[src/sv/imm_pkg.sv]
package imm_pkg;
    localparam int MaxIntervals = 64;
    localparam int IdxW = $clog2(MaxIntervals);
    localparam int CntW = $clog2(MaxIntervals + 1);

    typedef enum logic [1:0] {
        OP_LOAD  = 2'd0,
        OP_BUILD = 2'd1,
        OP_MARK  = 2'd2,
        OP_NONE  = 2'd3
    } t_op;

    typedef struct packed {
        t_op         op;
        logic [31:0] left;
        logic [31:0] right;
        logic [31:0] sample;
    } t_cmd;

    typedef enum logic [3:0] {
        S_IDLE,
        S_SORT_RD,
        S_SORT_PRV,
        S_SORT_CMP,
        S_MERGE_RD,
        S_MERGE_ST,
        S_MERGE_FL,
        S_MARK_RD,
        S_MARK_CHK,
        S_OUT
    } t_state;

    typedef struct packed {
        logic        hit;
        logic [6:0]  merged_number;
        logic [31:0] merged_left;
        logic [31:0] merged_right;
        logic [3:0]  merged_type;
        logic        load_overflow;
        logic [6:0]  merged_count;
    } t_res;
endpackage

[src/sv/imm_front.sv]
module imm_front (
    input  logic          i_clk,
    input  logic          i_rst_n,
    input  logic          i_valid,
    output logic          o_ready,
    input  imm_pkg::t_cmd i_cmd,
    output logic          o_valid,
    input  logic          i_ready,
    output imm_pkg::t_cmd o_cmd
);
    import imm_pkg::*;

    // two-entry command queue between the port and the engine
    t_cmd       r_q [2];
    logic       r_wp, n_wp, r_rp, n_rp;
    logic [1:0] r_cnt, n_cnt;
    logic       push, pop;

    assign o_ready = (r_cnt != 2'd2);
    assign push    = i_valid && o_ready;
    assign o_valid = (r_cnt != 2'd0);
    assign pop     = o_valid && i_ready;
    assign o_cmd   = r_q[r_rp];

    always_comb begin
        n_wp  = push ? ~r_wp : r_wp;
        n_rp  = pop ? ~r_rp : r_rp;
        n_cnt = r_cnt + {1'b0, push} - {1'b0, pop};
    end

    always_ff @(posedge i_clk) begin
        if (!i_rst_n) begin
            r_wp  <= 1'b0;
            r_rp  <= 1'b0;
            r_cnt <= 2'd0;
        end else begin
            r_wp  <= n_wp;
            r_rp  <= n_rp;
            r_cnt <= n_cnt;
        end
    end

    always_ff @(posedge i_clk) begin
        if (push) r_q[r_wp] <= i_cmd;
    end
endmodule

[config.mk]
export PLATFORM = sky130hd
export DESIGN_NAME = imm_front
export DESIGN_NICKNAME = d
export VERILOG_FILES = /design/src/sv/imm_pkg.sv /design/src/sv/imm_front.sv
export SDC_FILE = /design/constraint.sdc
export NUM_CORES = 1
export LEC_CHECK = 0
export ABC_AREA = 1
export BUFFER_PORTS_ARGS = -buffer_cell sky130_fd_sc_hd__buf_2
export CAP_MARGIN = 20
export CELL_PAD_IN_SITES_DETAIL_PLACEMENT = 1
export CELL_PAD_IN_SITES_GLOBAL_PLACEMENT = 2
export CORE_AREA = 8 8 144 146
export DETAILED_ROUTE_END_ITERATION = 7
export DIE_AREA = 0 0 152 154
export GPL_TIMING_DRIVEN = 0
export PLACE_DENSITY_LB_ADDON = 0.1
export RECOVER_POWER = 50
export SLEW_MARGIN = 40
export SYNTH_ARGS = -nofsm -noshare
export SYNTH_HDL_FRONTEND = slang
export SYNTH_SLANG_ARGS = --single-unit
[constraint.sdc]
create_clock -name i_clk -period 8.7 [get_ports i_clk]
set_input_delay 0.87 -clock i_clk [delete_from_list [all_inputs] [get_ports i_clk]]
set_output_delay 0.87 -clock i_clk [all_outputs]
set_load 0.02 [all_outputs]
# [After elaboration in Yosys (flattened, before gate mapping)]
# Memory sizes are Yosys's and may differ from the RTL's. A register that Yosys moved wholly into a read port is not among the register bits.
# Index checks and enable logic that the tools add are counted.
[word_totals] register_bits=4 mem_bits_rw=196 inputBits=102 elab_cells=16 n_memories=1
[classes] add_sub_neg=2 eq_ne=1 n_mux=4 bitwise=2 reduce_logical=3
[mem_list] memory="r_q" depth=2 word_bits=98 rd=1 rd_ports_with_merged_regs=1 write_ports=1 line="imm_front.sv:14" rtl="t_cmd r_q [2];"
[ops] cell="$mux W1" count=4
[ops] cell="$add A2 B1 Y2" count=1
[ops] cell="$logic_and A1 B1 Y1" count=2
[ops] cell="$ne A2 B2 Y1 const B" count=1
[ops] cell="$not A1 Y1" count=2
[ops] cell="$reduce_bool A2 Y1" count=1
[ops] cell="$sub A2 B1 Y2" count=1

# [Depth between registers and ports, before layout]
[logic_depth] depth_word=4 depth_mapped=11

# [Worst setup path before layout]
# OpenSTA, ideal clock, no wires.
[synth_timing] path_kind="input to register" from="input port i_valid" to="memory r_q[0][0] (netlist name) (enable)" setup_ns=0.556 arrival_time_ns=5.028 required_time_ns=8.144 path_slack_ns=3.117 path_stages=2 path_cell_list="nand2_1 -> nor2_1"
[synth_between] elab_chain_len=3
[synth_rtl] item="start: declaration" line="imm_front.sv:4" rtl="input logic i_valid,"
[synth_rtl] item="$logic_and A1 B1 Y1" line="imm_front.sv:20" rtl="assign push = i_valid && o_ready;"
[synth_rtl] item="$mux W1" line="imm_front.sv:44" rtl="if (push) r_q[r_wp] <= i_cmd;"
[synth_rtl] item="$mux W1 (not written as such)" line="imm_front.sv:44"
[synth_rtl] item="end: declaration" line="imm_front.sv:14"
# No other way between the ends.

# [Worst setup path in the final report]
[layout_timing] from="register r_cnt[0]" to="memory r_q[1][81] (netlist name) (enable)"
[layout_between] elab_chain_len=4
[layout_rtl] item="start: declaration" line="imm_front.sv:16" rtl="logic [1:0] r_cnt, n_cnt;"
[layout_rtl] item="start signal: assignment" line="imm_front.sv:39" rtl="r_cnt <= n_cnt;"
[layout_rtl] item="$ne A2 B2 Y1" line="imm_front.sv:19" rtl="assign o_ready = (r_cnt != 2'd2);"
[layout_rtl] item="$logic_and A1 B1 Y1" line="imm_front.sv:20"
[layout_rtl] item="$mux W1" line="imm_front.sv:44"
[layout_rtl] item="$mux W1 (not written as such)" line="imm_front.sv:44"
# No other way between the ends.

==> flow_metrics.tcl <==
set metrics [dict create \
    synthTopCellsByArea "edfxtp_1 80%, mux2_2 12%, mux2_4 4.1%" \
    path_class "flip-flop to flip-flop" \
    ir_drop_mv 0.183 \
    slew_headroom_pct -39.6 \
    drt_iter0_markers 154 \
    holdWs_ns 0.513 \
    hold_path_class "flip-flop to flip-flop" \
    p_seq_share_pct 43.7 \
    grt_pass1_wl_mm 24.6 \
    yosysSeqAreaShare_pct 81.1 \
    cts_made_buffers 22 \
    clockPowerShare_pct 29.5 \
    p_sw_share_pct 28.8 \
    fin_cells 821 \
    synth_nets 445 \
    critPathCaptureType "flip-flop" \
    fp.dieW_um 152 \
    outcome "finished with violations" \
    start_util_pct 40.0 \
    power.density_nw_per_um2 305 \
    syn_area_um2 7380 \
    ys_types 12 \
    syn2layout_area_growth_pct 27.7 \
    htreeDepth 1 \
    wirelength_met1_mm 6.15 \
    highest_layer "met5" \
    clk_pin_slew_ns 0.06 \
    p_int_mw 2.05 \
    cts_max_path_buffers 3 \
    grt_max_degree 59 \
    die_area_um2 23400 \
    cts-root-buf "clkbuf_16" \
    synth_top_area_share_pct 79.7 \
    hold_buffers 0 \
    rsz0062_at_grt "no" \
    tightest_slew_ns 2.08 \
    period_needed_ns 3.38 \
    synth_cells 341 \
    grt_pass1_vias 4343 \
    die_h_um 154 \
    rows 50 \
    avgRoutedWirePerCell_um 19.6 \
    ant_nets 0 \
    fin_setup_tns_ns 0 \
    crit_path_start_kind "flip-flop" \
    coreArea_um2 18500 \
    route.met3.wl_mm 1.06 \
    drc 0 \
    post_cts_buffers 0 \
    cts_tree "done" \
    pin_count 202 \
    finalWirelength_mm 16.1 \
    ys_warn_count 0 \
    crit_arrival_ns 3.56 \
    routed_via_density 4.68 \
    finalMaxSlewViolations 41 \
    power_frac_comb_pct 26.8 \
    gr-total-overflow 0 \
    dp_hpwl_mm 11.6 \
    critical_path_required_ns 8.88 \
    p_sw_mw 0.830 \
    num_vias 3843 \
    synth_area_per_cell_um2 21.7 \
    finalHoldViolations 0 \
    route.met2.wl_mm 8.63 \
    io_buffers 201 \
    diodes 0 \
    period_share_pct 38.9 \
    cts.sink_count 201 \
    track_usage_pct 13.5 \
    ys_ff_latch 201 \
    synth_area_leader_cell "edfxtp_1" \
    cts_repair_resize_count 0 \
    leakagePower_nw 3.51 \
    num-nets-final 677 \
    antenna_found_initial 4 \
    drtPass1Iterations 4 \
    violations "capacitance limit, slew limit" \
    critPathMaxFanout 58 \
    max_freq_mhz 296 \
    maxCapViolations 1 \
    layout-drive-gt1-share_pct 51.8 \
    worst_skew_pair.late_latency_ns 0.48 \
    globalplace.congestion 0.711 \
    setup_violations 0 \
    fin_skew_ns 0.0109 \
    placed_cells 783 \
]
-- per-layer routing --
layer / up-vias / GRT usage, %
met2: 125 / 25.0
met1: 1880 / 14.8
met3: 28 / 4.65
li1: 1802 / -
met5: - / 0
met4: 8 / 2.62
-- power groups by stage --
stage / logic, mW / clock network [mW] / registers (mW)
finish: 0.772 / 0.848 / 1.26
global route: 0.832 / 0.913 / 1.27
detailed placement: 0.796 / 0 / 1.28
global placement: 0.752 / 0 / 1.30
floorplan: 0.509 / 0 / 1.28
CTS: 0.799 / 0.878 / 1.26
-- layout by cell type (no fill, tap or decap), drive strengths merged --
cell | synthesis | routed
a21oi | 2 | 2
buf | 11 | 181
bufinv | 0 | 1
clkbuf | 0 | 69
clkinv | 0 | 5
clkinvlp | 0 | 2
dfxtp | 5 | 5
edfxtp | 196 | 196
ha | 2 | 2
inv | 7 | 6
mux2 | 98 | 98
nand2 | 9 | 9
nand3 | 3 | 3
nor2 | 8 | 8
-- cell usage after synthesis --
cell      number
edfxtp_1     196
mux2_2        78
mux2_4        20
nand2_1        9
nor2_1         8
buf_2          7
inv_1          7
dfxtp_1        5
buf_6          4
nand3_1        3
a21oi_1        2
ha_1           2
-- path summary, 6_finish.rpt --
check / start / end / slack, ns / cells after the start
worst min-delay path: r_rp$_SDFFE_PN0P_ / r_rp$_SDFFE_PN0P_ / 0.51 / 2
worst min register to register: r_rp$_SDFFE_PN0P_ / r_rp$_SDFFE_PN0P_ / 0.51 / 2
worst max-delay path: r_cnt[0]$_SDFF_PN0_ / r_q[1][81]$_DFFE_PP_ / 5.32 / 5
worst max register to register: r_cnt[0]$_SDFF_PN0_ / r_q[1][81]$_DFFE_PP_ / 5.32 / 5
-- metrics by stage --
stage          power, mW  cell area (um2)  worst slack [ns]  util (%)
2_1_floorplan       1.79             7380              3.12         -
3_3_place_gp        2.05             8680             0.415      47.1
3_5_place_dp        2.07             8830              6.22      47.8
4_1_cts             2.94             9490              5.97      51.4
5_1_grt             3.02             9430              4.98      51.1
6_report            2.88             9430              5.32      51.1
-- state kept, by name (all words and copies together) (netlist names), named ones only --
register and count:
r_wp 1, r_cnt 2, r_rp 1, r_q 196
-- kinds of logic (layout without fill, tap and decap cells) --
group                      after synthesis  in the layout  share of synthesized area, %
adders and majority gates                2              2                         0.339
DFF                                    201            201                          81.1
muxes                                   98             98                          16.0
AOI/OAI and AO/OA                        2              2                         0.136
and+or+nand+nor                         20             20                          1.07
buffers and inverters                   18            264                          1.44
-- area by class of cell --
class / instances / area [um2]
clock buffers: 31 / 606
multi-input cells: 122 / 1290
fillers: 1764 / 9030
flip-flops and latches: 201 / 5990
clock inverters: 7 / 56.3
plain buffers: 11 / 80.1
repair buffers: 208 / 1090
inverters: 7 / 27.5
well taps: 234 / 293
-- critical path: stages (launching register included) --
cell        delay (ns)
dfxtp_1           0.33
inv_1             0.08
nand2_1           0.11
nand3_1           0.14
clkinvlp_2        1.58
buf_16            0.80
Note: power is estimated with default switching activity, not from simulation.
